**src/sv/pfrag_pkg.sv**
```systemverilog
// shared widths, codes and slot record for the paced frame fragmenter
package pfrag_pkg;
	localparam int LEN_W  = 16;
	localparam int FB_W   = 11;
	localparam int WIN_W  = 8;
	localparam int TS_W   = 32;
	localparam int CR_W   = 6;
	localparam int SEQ_W  = 32;
	localparam int FRAG_W = 8;
	localparam int SLOT_W = 3;
	localparam int OFF_W  = 14;
	localparam int DROP_W = 32;
	localparam int QF_W   = 4;
	localparam int IDX_W  = 1;

	localparam logic [FB_W-1:0]  FB_RESET  = 11'd1400;
	localparam logic [WIN_W-1:0] WIN_RESET = 8'd25;

	localparam int DEF_SLOTS       = 8;
	localparam int DEF_SLOT_BYTES  = 15104;
	localparam int DEF_MAX_CREDITS = 32;

	localparam logic [IDX_W-1:0] CFG_FRAG_BYTES = 1'b0;
	localparam logic [IDX_W-1:0] CFG_DRAIN_WIN  = 1'b1;

	localparam logic KIND_ENQ  = 1'b0;
	localparam logic KIND_PUMP = 1'b1;

	localparam logic ITEM_FRAG   = 1'b0;
	localparam logic ITEM_STATUS = 1'b1;

	localparam logic [1:0] MODE_INLINE = 2'd0;
	localparam logic [1:0] MODE_FLUSH  = 2'd1;
	localparam logic [1:0] MODE_PUMP   = 2'd2;

	typedef struct packed {
		logic [LEN_W-1:0]  length;
		logic [SEQ_W-1:0]  seq;
		logic [FRAG_W-1:0] total;
		logic [FRAG_W-1:0] next;
	} slot_t;
endpackage

```
**src/sv/pfrag_if.sv**
```systemverilog
// handshake channels: command items, result items, register writes
interface pfrag_cmd_if;
	logic        valid;
	logic        ready;
	logic        kind;
	logic [15:0] frame_len;
	logic [31:0] now_ms;
	logic        link_ok;
	logic [5:0]  credits;
	modport source(output valid, kind, frame_len, now_ms, link_ok, credits, input ready);
	modport sink(input valid, kind, frame_len, now_ms, link_ok, credits, output ready);
endinterface

interface pfrag_rsp_if;
	logic        valid;
	logic        ready;
	logic        item_type;
	logic [31:0] frame_seq;
	logic [7:0]  frag_index;
	logic [7:0]  frag_total;
	logic [2:0]  slot_index;
	logic [13:0] byte_offset;
	logic [10:0] byte_count;
	logic        accepted;
	logic [3:0]  queued_frames;
	logic [31:0] dropped_frames;
	logic        last;
	modport source(output valid, item_type, frame_seq, frag_index, frag_total, slot_index,
		byte_offset, byte_count, accepted, queued_frames, dropped_frames, last, input ready);
	modport sink(input valid, item_type, frame_seq, frag_index, frag_total, slot_index,
		byte_offset, byte_count, accepted, queued_frames, dropped_frames, last, output ready);
endinterface

interface pfrag_cfg_if;
	logic        valid;
	logic        ready;
	logic [0:0]  index;
	logic [10:0] data;
	modport source(output valid, index, data, input ready);
	modport sink(input valid, index, data, output ready);
endinterface

```
**src/sv/pfrag_div.sv**
```systemverilog
// shared restoring divider, one quotient bit per cycle
module pfrag_div #(
	parameter int NUM_W = 47,
	parameter int DEN_W = 11
) (
	input  logic             clk,
	input  logic             arst_n,
	input  logic             start,
	input  logic [NUM_W-1:0] num,
	input  logic [DEN_W-1:0] den,
	output logic             done,
	output logic [NUM_W-1:0] quot
);
	localparam int CW = $clog2(NUM_W + 1);

	logic [CW-1:0]    cnt_q;
	logic [NUM_W-1:0] num_q;
	logic [DEN_W-1:0] den_q;
	logic [DEN_W-1:0] rem_q;
	logic [NUM_W-1:0] quot_q;
	logic             done_q;
	logic [DEN_W:0]   trial;
	logic             fits;

	assign trial = {rem_q, num_q[NUM_W-1]};
	assign fits  = trial >= {1'b0, den_q};

	always_ff @(posedge clk or negedge arst_n) begin
		if (!arst_n) begin
			cnt_q  <= '0;
			done_q <= 1'b0;
		end else begin
			done_q <= 1'b0;
			if (start) begin
				cnt_q <= CW'(NUM_W);
			end else if (cnt_q != '0) begin
				cnt_q <= cnt_q - 1'b1;
				if (cnt_q == CW'(1)) begin
					done_q <= 1'b1;
				end
			end
		end
	end

	always_ff @(posedge clk) begin
		if (start) begin
			num_q  <= num;
			den_q  <= den;
			rem_q  <= '0;
			quot_q <= '0;
		end else if (cnt_q != '0) begin
			num_q  <= {num_q[NUM_W-2:0], 1'b0};
			rem_q  <= fits ? DEN_W'(trial - {1'b0, den_q}) : trial[DEN_W-1:0];
			quot_q <= {quot_q[NUM_W-2:0], fits};
		end
	end

	assign done = done_q;
	assign quot = quot_q;
endmodule

```
**src/sv/pfrag_mem.sv**
```systemverilog
// frame slot ring storage, one write and one registered read port
module pfrag_mem #(
	parameter int DEPTH = 8,
	parameter int AW    = 3
) (
	input  logic             clk,
	input  logic             we,
	input  logic [AW-1:0]    waddr,
	input  pfrag_pkg::slot_t wdata,
	input  logic [AW-1:0]    raddr,
	output pfrag_pkg::slot_t rdata
);
	import pfrag_pkg::*;

	slot_t mem [DEPTH];
	slot_t rd_q;

	always_ff @(posedge clk) begin
		if (we) begin
			mem[waddr] <= wdata;
		end
		rd_q <= mem[raddr];
	end

	assign rdata = rd_q;
endmodule

```
**src/sv/paced_frame_fragmenter_top.sv**
```systemverilog
// paced frame fragmenter: slot ring, sequencer and shared divider
// One command is worked on at a time and cmd.ready is low until its closing status
// is loaded into the output register. Enqueues and pumps share one bit-serial divider
// of PEND_W+33 bits (44 bits at 8 slots): an enqueue runs the divide for the
// fragment count and then sends fragments (flush and inline); a pump with frames queued
// sums the pending fragments over the queued frames, multiplies, runs the budget
// divide and then sends fragments. Pumps with an empty ring, link down or no elapsed
// time, and enqueues rejected on their inputs, go straight to the closing status. Each
// result waits for rsp.ready; the slot store has no reset and needs no clearing pass.
module paced_frame_fragmenter_top #(
	parameter int SLOTS       = pfrag_pkg::DEF_SLOTS,
	parameter int SLOT_BYTES  = pfrag_pkg::DEF_SLOT_BYTES,
	parameter int MAX_CREDITS = pfrag_pkg::DEF_MAX_CREDITS
) (
	input logic        clk,
	input logic        arst_n,
	pfrag_cmd_if.sink  cmd,
	pfrag_rsp_if.source rsp,
	pfrag_cfg_if.sink  cfg
);
	import pfrag_pkg::*;

	localparam int PTR_W  = $clog2(SLOTS);
	localparam int CNT_W  = $clog2(SLOTS + 1);
	localparam int PEND_W = $clog2(SLOTS * 255 + 1);
	localparam int PROD_W = PEND_W + TS_W;
	localparam int DIV_W  = PROD_W + 1;
	localparam int MUL_W  = FRAG_W + FB_W;

	localparam logic [3:0] ST_IDLE    = 4'd0;
	localparam logic [3:0] ST_DIVGO   = 4'd1;
	localparam logic [3:0] ST_DIV     = 4'd2;
	localparam logic [3:0] ST_SUM_RD  = 4'd3;
	localparam logic [3:0] ST_SUM_ACC = 4'd4;
	localparam logic [3:0] ST_MUL     = 4'd5;
	localparam logic [3:0] ST_STORE   = 4'd6;
	localparam logic [3:0] ST_CHK     = 4'd7;
	localparam logic [3:0] ST_MULOFF  = 4'd8;
	localparam logic [3:0] ST_SEND    = 4'd9;
	localparam logic [3:0] ST_STAT    = 4'd10;

	logic [3:0]        state_q;
	logic [FB_W-1:0]   fb_q;
	logic [WIN_W-1:0]  win_q;
	logic [PTR_W-1:0]  wp_q, rp_q, scan_q;
	logic [CNT_W-1:0]  cnt_q, idx_q;
	logic [SEQ_W-1:0]  seq_q;
	logic [TS_W-1:0]   last_ms_q, elapsed_q;
	logic [DROP_W-1:0] drop_q;
	logic              kind_q, acc_q;
	logic [LEN_W-1:0]  len_q;
	logic [CR_W-1:0]   credit_q, budget_q;
	logic [1:0]        mode_q;
	logic [FRAG_W-1:0] total_q;
	logic [PEND_W-1:0] pend_q;
	logic [PROD_W-1:0] prod_q;
	logic [MUL_W-1:0]  off_q;

	logic              out_valid_q;
	logic              o_type_q, o_acc_q, o_last_q;
	logic [SEQ_W-1:0]  o_seq_q;
	logic [FRAG_W-1:0] o_idx_q, o_total_q;
	logic [SLOT_W-1:0] o_slot_q;
	logic [OFF_W-1:0]  o_off_q;
	logic [FB_W-1:0]   o_cnt_q;
	logic [QF_W-1:0]   o_qf_q;
	logic [DROP_W-1:0] o_drop_q;

	slot_t             rd_slot, wr_slot;
	logic              mem_we;
	logic [PTR_W-1:0]  mem_waddr, mem_raddr;

	logic              div_start, div_done;
	logic [DIV_W-1:0]  div_num, div_quot;
	logic [FB_W-1:0]   div_den;
	logic [WIN_W-1:0]  win_eff;

	logic              cmd_fire, out_free, out_load;
	logic [CR_W-1:0]   cr_cap;
	logic [TS_W-1:0]   elapsed_now;
	logic [DROP_W:0]   drop_sum;
	logic [MUL_W-1:0]  len_ext, off_diff;
	logic [FB_W-1:0]   frag_cnt;
	logic [FRAG_W-1:0] next_inc;
	logic [FRAG_W-1:0] pend_diff;
	logic              enq_bad;

	function automatic logic [PTR_W-1:0] ptr_inc(input logic [PTR_W-1:0] p);
		return (p == PTR_W'(SLOTS - 1)) ? '0 : p + 1'b1;
	endfunction

	assign cmd_fire  = cmd.valid && cmd.ready;
	assign cmd.ready = (state_q == ST_IDLE);
	assign cfg.ready = 1'b1;
	assign out_free  = !out_valid_q || rsp.ready;
	// output register takes a new result this cycle
	assign out_load  = ((state_q == ST_SEND) || (state_q == ST_STAT)) && out_free;

	assign cr_cap      = (cmd.credits > CR_W'(MAX_CREDITS)) ? CR_W'(MAX_CREDITS) : cmd.credits;
	assign elapsed_now = cmd.now_ms - last_ms_q;
	assign drop_sum    = {1'b0, drop_q} + (DROP_W + 1)'(cnt_q);
	assign enq_bad     = !cmd.link_ok || (cmd.frame_len == '0)
		|| (32'(cmd.frame_len) > 32'(SLOT_BYTES)) || (fb_q == '0);
	assign win_eff     = (win_q == '0) ? WIN_W'(1) : win_q;

	// shared divider: fragment count on enqueue, paced budget on pump
	assign div_start = (state_q == ST_DIVGO);
	always_comb begin
		if (kind_q == KIND_ENQ) begin
			div_num = DIV_W'(len_q) + DIV_W'(fb_q) - DIV_W'(1);
			div_den = fb_q;
		end else begin
			div_num = DIV_W'(prod_q) + DIV_W'(win_eff) - DIV_W'(1);
			div_den = FB_W'(win_eff);
		end
	end

	pfrag_div #(.NUM_W(DIV_W), .DEN_W(FB_W)) u_div (
		.clk    (clk),
		.arst_n (arst_n),
		.start  (div_start),
		.num    (div_num),
		.den    (div_den),
		.done   (div_done),
		.quot   (div_quot)
	);

	// fragment length from the registered offset
	assign len_ext  = MUL_W'(rd_slot.length);
	assign off_diff = len_ext - off_q;
	assign frag_cnt = (off_q >= len_ext) ? '0
		: ((off_diff > MUL_W'(fb_q)) ? fb_q : off_diff[FB_W-1:0]);
	assign next_inc = rd_slot.next + 1'b1;
	assign pend_diff = (rd_slot.total > rd_slot.next) ? rd_slot.total - rd_slot.next : '0;

	assign mem_raddr = (state_q == ST_SUM_RD) ? scan_q : rp_q;
	always_comb begin
		mem_we    = 1'b0;
		mem_waddr = rp_q;
		wr_slot   = rd_slot;
		if (state_q == ST_STORE) begin
			mem_we         = 1'b1;
			mem_waddr      = wp_q;
			wr_slot.length = len_q;
			wr_slot.seq    = seq_q;
			wr_slot.total  = total_q;
			wr_slot.next   = '0;
		end else if (state_q == ST_SEND && out_free) begin
			mem_we       = 1'b1;
			wr_slot.next = next_inc;
		end
	end

	pfrag_mem #(.DEPTH(SLOTS), .AW(PTR_W)) u_mem (
		.clk   (clk),
		.we    (mem_we),
		.waddr (mem_waddr),
		.wdata (wr_slot),
		.raddr (mem_raddr),
		.rdata (rd_slot)
	);

	always_ff @(posedge clk or negedge arst_n) begin
		if (!arst_n) begin
			state_q     <= ST_IDLE;
			fb_q        <= FB_RESET;
			win_q       <= WIN_RESET;
			wp_q        <= '0;
			rp_q        <= '0;
			cnt_q       <= '0;
			seq_q       <= '0;
			last_ms_q   <= '0;
			drop_q      <= '0;
			out_valid_q <= 1'b0;
		end else begin
			if (cfg.valid && cfg.ready) begin
				unique case (cfg.index)
					CFG_FRAG_BYTES: fb_q  <= cfg.data;
					CFG_DRAIN_WIN:  win_q <= cfg.data[WIN_W-1:0];
					default: ;
				endcase
			end
			if (rsp.ready && !out_load) begin
				out_valid_q <= 1'b0;
			end
			unique case (state_q)
				ST_IDLE: begin
					if (cmd_fire) begin
						if (cmd.kind == KIND_ENQ) begin
							if (enq_bad) begin
								acc_q   <= 1'b0;
								state_q <= ST_STAT;
							end else begin
								state_q <= ST_DIVGO;
							end
						end else if (cnt_q == '0) begin
							last_ms_q <= cmd.now_ms;
							acc_q     <= 1'b1;
							state_q   <= ST_STAT;
						end else if (!cmd.link_ok) begin
							drop_q  <= drop_sum[DROP_W] ? '1 : drop_sum[DROP_W-1:0];
							wp_q    <= '0;
							rp_q    <= '0;
							cnt_q   <= '0;
							acc_q   <= 1'b1;
							state_q <= ST_STAT;
						end else if (elapsed_now == '0) begin
							acc_q   <= 1'b1;
							state_q <= ST_STAT;
						end else begin
							last_ms_q <= cmd.now_ms;
							state_q   <= ST_SUM_RD;
						end
					end
				end
				ST_DIVGO: state_q <= ST_DIV;
				ST_DIV: begin
					if (div_done) begin
						if (kind_q == KIND_ENQ) begin
							if (|div_quot[DIV_W-1:FRAG_W]) begin
								acc_q   <= 1'b0;
								state_q <= ST_STAT;
							end else if (cnt_q >= CNT_W'(SLOTS)) begin
								state_q <= ST_CHK;
							end else begin
								state_q <= ST_STORE;
							end
						end else begin
							state_q <= ST_CHK;
						end
					end
				end
				ST_SUM_RD: state_q <= ST_SUM_ACC;
				ST_SUM_ACC: begin
					if (idx_q + 1'b1 == cnt_q) begin
						state_q <= ST_MUL;
					end else begin
						state_q <= ST_SUM_RD;
					end
				end
				ST_MUL: state_q <= ST_DIVGO;
				ST_STORE: begin
					wp_q    <= ptr_inc(wp_q);
					cnt_q   <= cnt_q + 1'b1;
					seq_q   <= seq_q + 1'b1;
					state_q <= ST_CHK;
				end
				ST_CHK: begin
					if (cnt_q != '0 && credit_q != '0 && budget_q != '0) begin
						state_q <= ST_MULOFF;
					end else if (mode_q == MODE_FLUSH) begin
						if (cnt_q >= CNT_W'(SLOTS)) begin
							acc_q   <= 1'b0;
							state_q <= ST_STAT;
						end else begin
							state_q <= ST_STORE;
						end
					end else begin
						acc_q   <= 1'b1;
						state_q <= ST_STAT;
					end
				end
				ST_MULOFF: state_q <= ST_SEND;
				ST_SEND: begin
					if (out_free) begin
						out_valid_q <= 1'b1;
						if (next_inc >= rd_slot.total) begin
							rp_q  <= ptr_inc(rp_q);
							cnt_q <= cnt_q - 1'b1;
						end
						state_q <= ST_CHK;
					end
				end
				ST_STAT: begin
					if (out_free) begin
						out_valid_q <= 1'b1;
						state_q     <= ST_IDLE;
					end
				end
				default: state_q <= ST_IDLE;
			endcase
		end
	end

	// datapath registers of the sequencer
	always_ff @(posedge clk) begin
		unique case (state_q)
			ST_IDLE: begin
				kind_q    <= cmd.kind;
				len_q     <= cmd.frame_len;
				credit_q  <= cr_cap;
				elapsed_q <= elapsed_now;
				scan_q    <= rp_q;
				idx_q     <= '0;
				pend_q    <= '0;
			end
			ST_DIV: begin
				total_q <= div_quot[FRAG_W-1:0];
				if (kind_q == KIND_ENQ) begin
					mode_q   <= MODE_FLUSH;
					budget_q <= '1;
				end else begin
					mode_q <= MODE_PUMP;
					if (|div_quot[DIV_W-1:CR_W]) begin
						budget_q <= '1;
					end else if (div_quot == '0) begin
						budget_q <= CR_W'(1);
					end else begin
						budget_q <= div_quot[CR_W-1:0];
					end
				end
			end
			ST_SUM_ACC: begin
				pend_q <= pend_q + PEND_W'(pend_diff);
				scan_q <= ptr_inc(scan_q);
				idx_q  <= idx_q + 1'b1;
			end
			ST_MUL: prod_q <= PROD_W'(pend_q * elapsed_q);
			ST_STORE: begin
				mode_q   <= MODE_INLINE;
				budget_q <= CR_W'(1);
			end
			ST_MULOFF: off_q <= MUL_W'(rd_slot.next * fb_q);
			ST_SEND: begin
				if (out_free) begin
					credit_q  <= credit_q - 1'b1;
					budget_q  <= budget_q - 1'b1;
					o_type_q  <= ITEM_FRAG;
					o_seq_q   <= rd_slot.seq;
					o_idx_q   <= rd_slot.next;
					o_total_q <= rd_slot.total;
					o_slot_q  <= SLOT_W'(rp_q);
					o_off_q   <= off_q[OFF_W-1:0];
					o_cnt_q   <= frag_cnt;
					o_acc_q   <= 1'b0;
					o_qf_q    <= '0;
					o_drop_q  <= '0;
					o_last_q  <= 1'b0;
				end
			end
			ST_STAT: begin
				if (out_free) begin
					o_type_q  <= ITEM_STATUS;
					o_seq_q   <= '0;
					o_idx_q   <= '0;
					o_total_q <= '0;
					o_slot_q  <= '0;
					o_off_q   <= '0;
					o_cnt_q   <= '0;
					o_acc_q   <= acc_q;
					o_qf_q    <= QF_W'(cnt_q);
					o_drop_q  <= drop_q;
					o_last_q  <= 1'b1;
				end
			end
			default: ;
		endcase
	end

	assign rsp.valid          = out_valid_q;
	assign rsp.item_type      = o_type_q;
	assign rsp.frame_seq      = o_seq_q;
	assign rsp.frag_index     = o_idx_q;
	assign rsp.frag_total     = o_total_q;
	assign rsp.slot_index     = o_slot_q;
	assign rsp.byte_offset    = o_off_q;
	assign rsp.byte_count     = o_cnt_q;
	assign rsp.accepted       = o_acc_q;
	assign rsp.queued_frames  = o_qf_q;
	assign rsp.dropped_frames = o_drop_q;
	assign rsp.last           = o_last_q;
endmodule
```
**src/flat_wrapper.sv**
```systemverilog
// flat-port wrapper written by rule: the top's interface ports become plain ports
module paced_frame_fragmenter_top_flat import pfrag_pkg::*;
#(
	parameter int SLOTS       = pfrag_pkg::DEF_SLOTS,
	parameter int SLOT_BYTES  = pfrag_pkg::DEF_SLOT_BYTES,
	parameter int MAX_CREDITS = pfrag_pkg::DEF_MAX_CREDITS
)
  (clk, arst_n, cmd_valid, cmd_kind, cmd_frame_len, cmd_now_ms, cmd_link_ok, cmd_credits, cmd_ready, rsp_valid, rsp_item_type, rsp_frame_seq, rsp_frag_index, rsp_frag_total, rsp_slot_index, rsp_byte_offset, rsp_byte_count, rsp_accepted, rsp_queued_frames, rsp_dropped_frames, rsp_last, rsp_ready, cfg_valid, cfg_index, cfg_data, cfg_ready);
  pfrag_cmd_if cmd_i ();
  pfrag_rsp_if rsp_i ();
  pfrag_cfg_if cfg_i ();
  input logic clk;
  input logic arst_n;
  input wire logic [$bits(cmd_i.valid)-1:0] cmd_valid;
  input wire logic [$bits(cmd_i.kind)-1:0] cmd_kind;
  input wire logic [$bits(cmd_i.frame_len)-1:0] cmd_frame_len;
  input wire logic [$bits(cmd_i.now_ms)-1:0] cmd_now_ms;
  input wire logic [$bits(cmd_i.link_ok)-1:0] cmd_link_ok;
  input wire logic [$bits(cmd_i.credits)-1:0] cmd_credits;
  output wire logic [$bits(cmd_i.ready)-1:0] cmd_ready;
  output wire logic [$bits(rsp_i.valid)-1:0] rsp_valid;
  output wire logic [$bits(rsp_i.item_type)-1:0] rsp_item_type;
  output wire logic [$bits(rsp_i.frame_seq)-1:0] rsp_frame_seq;
  output wire logic [$bits(rsp_i.frag_index)-1:0] rsp_frag_index;
  output wire logic [$bits(rsp_i.frag_total)-1:0] rsp_frag_total;
  output wire logic [$bits(rsp_i.slot_index)-1:0] rsp_slot_index;
  output wire logic [$bits(rsp_i.byte_offset)-1:0] rsp_byte_offset;
  output wire logic [$bits(rsp_i.byte_count)-1:0] rsp_byte_count;
  output wire logic [$bits(rsp_i.accepted)-1:0] rsp_accepted;
  output wire logic [$bits(rsp_i.queued_frames)-1:0] rsp_queued_frames;
  output wire logic [$bits(rsp_i.dropped_frames)-1:0] rsp_dropped_frames;
  output wire logic [$bits(rsp_i.last)-1:0] rsp_last;
  input wire logic [$bits(rsp_i.ready)-1:0] rsp_ready;
  input wire logic [$bits(cfg_i.valid)-1:0] cfg_valid;
  input wire logic [$bits(cfg_i.index)-1:0] cfg_index;
  input wire logic [$bits(cfg_i.data)-1:0] cfg_data;
  output wire logic [$bits(cfg_i.ready)-1:0] cfg_ready;
  assign cmd_i.valid = cmd_valid;
  assign cmd_i.kind = cmd_kind;
  assign cmd_i.frame_len = cmd_frame_len;
  assign cmd_i.now_ms = cmd_now_ms;
  assign cmd_i.link_ok = cmd_link_ok;
  assign cmd_i.credits = cmd_credits;
  assign cmd_ready = cmd_i.ready;
  assign rsp_valid = rsp_i.valid;
  assign rsp_item_type = rsp_i.item_type;
  assign rsp_frame_seq = rsp_i.frame_seq;
  assign rsp_frag_index = rsp_i.frag_index;
  assign rsp_frag_total = rsp_i.frag_total;
  assign rsp_slot_index = rsp_i.slot_index;
  assign rsp_byte_offset = rsp_i.byte_offset;
  assign rsp_byte_count = rsp_i.byte_count;
  assign rsp_accepted = rsp_i.accepted;
  assign rsp_queued_frames = rsp_i.queued_frames;
  assign rsp_dropped_frames = rsp_i.dropped_frames;
  assign rsp_last = rsp_i.last;
  assign rsp_i.ready = rsp_ready;
  assign cfg_i.valid = cfg_valid;
  assign cfg_i.index = cfg_index;
  assign cfg_i.data = cfg_data;
  assign cfg_ready = cfg_i.ready;
  paced_frame_fragmenter_top #(.SLOTS(SLOTS), .SLOT_BYTES(SLOT_BYTES), .MAX_CREDITS(MAX_CREDITS)) u_core (.clk(clk), .arst_n(arst_n), .cmd(cmd_i), .rsp(rsp_i), .cfg(cfg_i));
endmodule
```
**config.mk**
```make
export PLATFORM = sky130hd
export DESIGN_NAME = paced_frame_fragmenter_top_flat
export DESIGN_NICKNAME = d
export VERILOG_FILES = /design/src/sv/pfrag_pkg.sv /design/src/sv/pfrag_if.sv /design/src/sv/pfrag_div.sv /design/src/sv/pfrag_mem.sv /design/src/sv/paced_frame_fragmenter_top.sv /design/src/flat_wrapper.sv
export SDC_FILE = /design/constraint.sdc
export NUM_CORES = 2
export LEC_CHECK = 0
export ABC_AREA = 1
export BUFFER_PORTS_ARGS = -buffer_cell sky130_fd_sc_hd__buf_2
export CORE_MARGIN = 1.5
export CORE_UTILIZATION = 45
export DETAILED_ROUTE_END_ITERATION = 10
export GPL_TIMING_DRIVEN = 0
export HOLD_SLACK_MARGIN = 0.15
export PLACE_DENSITY_LB_ADDON = 0.25
export SLEW_MARGIN = 25
export SYNTH_ARGS = -nofsm -noshare
export SYNTH_HDL_FRONTEND = slang
export SYNTH_SLANG_ARGS = --single-unit
export TNS_END_PERCENT = 20
```
**constraint.sdc**
```tcl
create_clock -name clk -period 16.91 [get_ports clk]
set_clock_uncertainty 0.1 [all_clocks]
set_input_delay 1.691 -clock clk [delete_from_list [all_inputs] [get_ports clk]]
set_output_delay 1.691 -clock clk [all_outputs]
set_load 0.01 [all_outputs]
```
# After elaboration in Yosys (flattened, before gate mapping)
# Memories as Yosys holds them, arrays and structs flattened. A register that Yosys moved wholly into a read port is not among the register bits.
# Cells that the tools add are included.
# Widths: inputs -> output; s select.
# word_totals
mem_count,1
input_bits,73
output_inout_bits,118
ramBits,512
ff_bits,513
# mem_list
memory,depth,width,rd,rd_clocked_by_memory_dff,write_ports,line,rtl
u_core.u_mem.mem,8,64,1,1,1,pfrag_mem.sv:15,slot_t mem [DEPTH];
# op_classes
n_mux,117
multipliers,2
reduce_logical,50
n_eq_ne,31
order_cmp,8
bitwise_logic,3
add_sub_neg,21
# ops
operator,n
$mux 32,7
$mux 44,3
$pmux 32 s2,2
$sub 44x1->44 const B,2
$mux 4,21
$mux 8,8
$mux 56,1
$mux 11,5
$mux 6,8
$add 43x8->44,1
$logic_not 44->1,1
$pmux 11 s2,2
$pmux 4 s11,1
$mul 11x32->43,1
$mux 3,14
$reduce_or 38->1,1
$reduce_or 36->1,1
$add 32x4->33,1
$add 32x1->32 const B,1
$logic_not 32->1,1
$pmux 8 s2,2
$sub 32x32->32,1
$mux 14,2
$pmux 14 s2,1
other kinds (61),144

# Logic depth before layout (Yosys ltp)
# depth
word_depth,8
ltp_mapped,35

# By module
# A second synthesis with hierarchy kept.
# unflattened
cells_unflattened,8092
area_unflattened_um2,69280.2
# modules_own_cells
mod,seq_area_each_um2,instances,cells_each,area_per_inst_um2
paced_frame_fragmenter_top,11252.0,1,5212,40143.5
pfrag_mem,16656.0,1,2294,23657.7
pfrag_div,2927.8,1,586,5479.0

# Worst setup path before layout
# OpenSTA, ideal clock, no wires.
# synth_timing
path_type,in2reg
start,input rsp_ready
end,register u_core.o_acc_q (netlist: u_core.rsp.accepted) (enable)
t_arrival_ps,6476
setup_ps,588
n_path_buf,0
slack_ps,9746
cell_stages,2
path_cell_list,nor2_1 > nor2_1
# synth_via
elab_chain_cells,3
elab_cells_between_ends,4
cone_classes,eq/ne (2); reduce/logical (2)
# synth_rtl
element,line,rtl
"start, declared",flat_wrapper.sv:33,input wire logic [$bits(rsp_i.ready)-1:0] rsp_ready;
$logic_or 1x1->1 (*),paced_frame_fragmenter_top.sv:95,assign out_free = !out_valid_q || rsp.ready;
$ne 2x1->1 (no line),n/a,
$reduce_and 3->1 (no line) (*),n/a,
"end signal, assigned",paced_frame_fragmenter_top.sv:350,o_acc_q <= acc_q;
"end, declared",paced_frame_fragmenter_top.sv:60,"logic o_type_q, o_acc_q, o_last_q;"
# Mark *: on every way between the ends. The rest lies on a longest branch, timed or not.
# A chain may end at the register's enable or synchronous reset.

# Final worst setup path
# layout_timing
start,register u_core.pend_q[9]
end,"register u_core.prod_q[39], data pin"
# layout_via
elab_chain_cells,1
# layout_rtl
element,line,rtl
"start, declared",paced_frame_fragmenter_top.sv:55,logic [PEND_W-1:0] pend_q;
"start signal, assigned",paced_frame_fragmenter_top.sv:314,pend_q <= pend_q + PEND_W'(pend_diff);
$mul 11x32->43,paced_frame_fragmenter_top.sv:318,ST_MUL: prod_q <= PROD_W'(pend_q * elapsed_q);
"end signal, assigned",paced_frame_fragmenter_top.sv:318,
"end, declared",paced_frame_fragmenter_top.sv:56,logic [PROD_W-1:0] prod_q;
# Every way passes these cells.

==> run_results.csv <==
group,metric,value,unit
status,status,"completed",
clocking,root_buffer,"clkbuf_16",
sta,slew_headroom,28.83,%
min_path,min_to,"u_core.total_q[3]$_DFFE_PP_",
global_route,grt.overflow.total,0,
logic_synthesis,yosys.area.top_type,"edfxtp_1",
die,fp-row-count,139,
drt,wl_per_cell,19.69,µm
clocking,htreeDepth,3,
finish,finalNetCount,8096,
global_route,grt_first_pass_wirelength,285.4,mm
sta,tightest_slew,1064,ps
clocking,cts.sinks,1089,
logic_synthesis,synth_seq_cells,1089,
setup_path,path_cells,"clkbuf_1 > clkbuf_1 > nand2_1 > fa_1 > fa_1 > inv_1 > fa_1 > fa_1 > inv_1 > fa_1 > inv_1 > ha_1 > nand2_1 > o21ai_0 > a21oi_1 > o21ai_0 > nand2_1 > nand2_1 > nand3_1 > nand2_1 > a21oi_1 > o21ai_0 > xor2_1",
logic_synthesis,synth-seq-area-share,47.06,%
setup_path,cp.required,17270,ps
logic_synthesis,ys_warn_count,0,
die,die_y,384.6,µm
min_path,hp-start,"u_core.u_div.quot[3]$_SDFFE_PP0P_",
global_route,grt_max_degree,76,
sta,fmax,148.3,MHz
setup_path,reg2reg_from,"u_core.pend_q[9]$_SDFFCE_PN0P_",
placement,io_buffers,189,
sta,fin_crit_sh,39.88,%
logic_synthesis,synth_fp_nets,7744,
logic_synthesis,yosys-top-cells-count,"nand2_1 (1353), inv_1 (1195), edfxtp_1 (833), nor2_1 (652), o21ai_0 (524)",
flow_run,cap_violations,0,
sta,period_needed,6744,ps
logic_synthesis,synthArstFlopShare,12.58,%
setup_path,cpLargestDelayFamily,"adder cells",
drt,vias,50290,
logic_synthesis,synth_edf_count,833,
logic_synthesis,avgSynthCellArea,9.304,µm²
drt,firstDrtPassIters,5,
drt,route.detailed.drc,0,
clocking,cts_tree,"done",
global_route,antenna_found_initial,16,
setup_path,path_buf_inv,5,
clocking,hold_buffers,0,
sta,hold_viol,0,
clocking,clk_latency,770,ps
placement,hpwlAfterDp,140.9,mm
drt,initialDrtViolationCount,4574,
global_route,grt_pass1_vias,49620,
finish,drive_above_1_share,7.241,%
sta,fin_setup_tns,0,ps
die,core_region_area,0.1440,mm²
setup_path,criticalPathCategory,"reg2reg",
sta,maxSlewViolCount,0,
die,fp.dieW,384.6,µm
die,die-area,0.1479,mm²
drt,finalWirelength,185.2,mm
clocking,path_clk_slew,60,ps
sta,rsz0062_at_grt,"no",
clocking,postCtsSetupRepairBufs,0,
setup_path,r2r_setup_slack,10170,ps
setup_path,cp.arrival,7100,ps
logic_synthesis,synth.area.top_cells,"edfxtp_1 (38%), fa_1 (10%), nand2_1 (7.8%), inv_1 (6.8%), ha_1 (5.7%)",
setup_path,endpoint_kind,"flop",
setup_path,cp_slowest_cell,"clkbuf_1",
setup_path,ff2ff_path_depth,23,
logic_synthesis,synth_area,0.06552,mm²
die,pin_count,191,
drt,ant_nets,0,
logic_synthesis,synth.most_common_cell,"nand2_1",
setup_path,critPathMaxStageDelay,540,ps
finish,area_delta_synth_final,12.91,%
min_path,holdPathStages,0,
drt,vias_per_cell,5.348,
clocking,clockBufferDepth,3,
sta,finalSetupViolCount,0,
global_route,track_usage,25.02,%
finish,postLayoutCoreUtil,51.37,%
logic_synthesis,syn_inst,7042,
min_path,min_path_type,"reg2reg",
clocking,cts_resized,0,
logic_synthesis,yosys.area.top_type_share,38.18,%
die,initial_utilization,45.50,%
placement,place_inst,9176,
finish,fin_cells,9404,
setup_path,cp_max_fo,10,
setup_path,r2r-end,"u_core.prod_q[39]$_DFFE_PP_",
logic_synthesis,synth_cell_types,67,
clocking,cts_made_buffers,118,
logic_synthesis,synth_ff_type,"edfxtp_1",
setup_path,critPathLaunchType,"flop",
placement,gp_congestion,0.9703,
==> stage by stage <==
step / area (µm²) / hold WS, ps / setup slack, ps
3_5_place_dp: 69920 / 354.0 / 10240
2_1_floorplan: 65520 / 308.2 / 9746
5_1_grt: 73970 / 378.2 / 9531
6_report: 73980 / 352.1 / 10170
4_1_cts: 73950 / 352.0 / 10170
3_3_place_gp: 68850 / 344.3 / 4646
==> cells by family after synthesis <==
logic type | Yosys count | share of synthesized area, %
and+or+nand+nor | 2413 | 15.27
buffers and inverters | 1482 | 8.578
AOI/OAI and AO/OA | 1255 | 10.92
DFF | 1089 | 47.06
adders and majority gates | 629 | 15.82
xor gates and xnor gates | 173 | 2.347
other | 1 | 0.005723
==> how the worst max path moves through the flow <==
stage | depth (start not counted) | endpoint | from | slack (ps)
floorplan | 2 | u_core.rsp.accepted$_SDFFCE_PN0P_ | rsp_ready | 9750
detailed placement | 23 | u_core.prod_q[39]$_DFFE_PP_ | u_core.pend_q[9]$_SDFFCE_PN0P_ | 10240
finish | 23 | u_core.prod_q[39]$_DFFE_PP_ | u_core.pend_q[9]$_SDFFCE_PN0P_ | 10170
global placement | 7 | u_core.rsp.frame_seq[14]$_SDFFCE_PP0P_ | u_core.state_q[3]$_DFFE_PN0P_ | 4650
CTS | 20 | u_core.prod_q[26]$_DFFE_PP_ | u_core.pend_q[9]$_SDFFCE_PN0P_ | 10170
global route | 23 | u_core.prod_q[39]$_DFFE_PP_ | u_core.pend_q[9]$_SDFFCE_PN0P_ | 9530
==> placed cells by master, fill, tap and decap left out, drive strengths merged, types with 3 or more instances in the layout <==
master / instances
clkinv: 39
o21ai: 558
o221ai: 3
clkinvlp: 11
nand2: 1366
o22ai: 123
or2: 4
nand3b: 10
inv: 1218
a21oi: 246
nor2: 674
nor3: 54
dfstp: 9
xnor2: 68
ha: 297
edfxtp: 833
buf: 260
o31ai: 8
nand3: 192
xor2: 105
o21bai: 139
nor4: 23
nand4: 86
clkbuf: 397
a21boi: 7
o21a: 6
bufinv: 14
a31oi: 114
a21o: 23
fa: 332
dfrtp: 128
a211oi: 3
o211ai: 10
dfxtp: 119
==> worst reg2reg max path, cell delays in order (launching register included) <==
cell and delay, ps:
edfxtp_1 320, clkbuf_1 370, clkbuf_1 540, nand2_1 150, fa_1 510, fa_1 540, inv_1 70, fa_1 510
fa_1 540, inv_1 50, fa_1 520, inv_1 40, ha_1 340, nand2_1 80, o21ai_0 250, a21oi_1 110
o21ai_0 420, nand2_1 100, nand2_1 160, nand3_1 90, nand2_1 160, a21oi_1 130, o21ai_0 230, xor2_1 110
==> registers in the layout (all words and copies together) (netlist names), 11 cells and up <==
name and count:
u_core.pend_q 11, u_core.u_div.quot 44, u_core.seq_q 32, u_core.u_div.den_q 11, u_core.u_div.num_q 44, u_core.prod_q 43
u_core.u_mem.mem 512, u_core.u_div.rem_q 11, u_core.drop_q 32, u_core.rsp.frame_seq 32, u_core.u_mem.rdata 64, u_core.len_q 16
u_core.off_q 19, u_core.rsp.dropped_frames 32, u_core.last_ms_q 32, u_core.rsp.byte_offset 14, u_core.fb_q 11, u_core.elapsed_q 32
u_core.rsp.byte_count 11
==> per-layer routing <==
metal	part of all wire, %	global-route usage [%]	up-vias
met5	0.056	0	-
met4	2.6	6.620	14
met3	8.4	5.430	302
met2	44	39.02	1781
met1	45	35.31	24380
li1	-	-	23820
==> layout make-up <==
type	count	area [µm²]
Tap cell	1903	2381
Sequential cell	1089	30840
Antenna cell	2	5.005
Clock buffer	156	3177
Timing Repair Buffer	232	1946
Clock inverter	69	855.8
Multi-Input combinational cell	4471	29150
Inverter	1213	4553
Buffer	269	1074
Fill cell	13200	70030
Power is left out: the tool's default activity adds up to more than one toggle a clock period on the data nets, which glitch-free logic cannot reach.
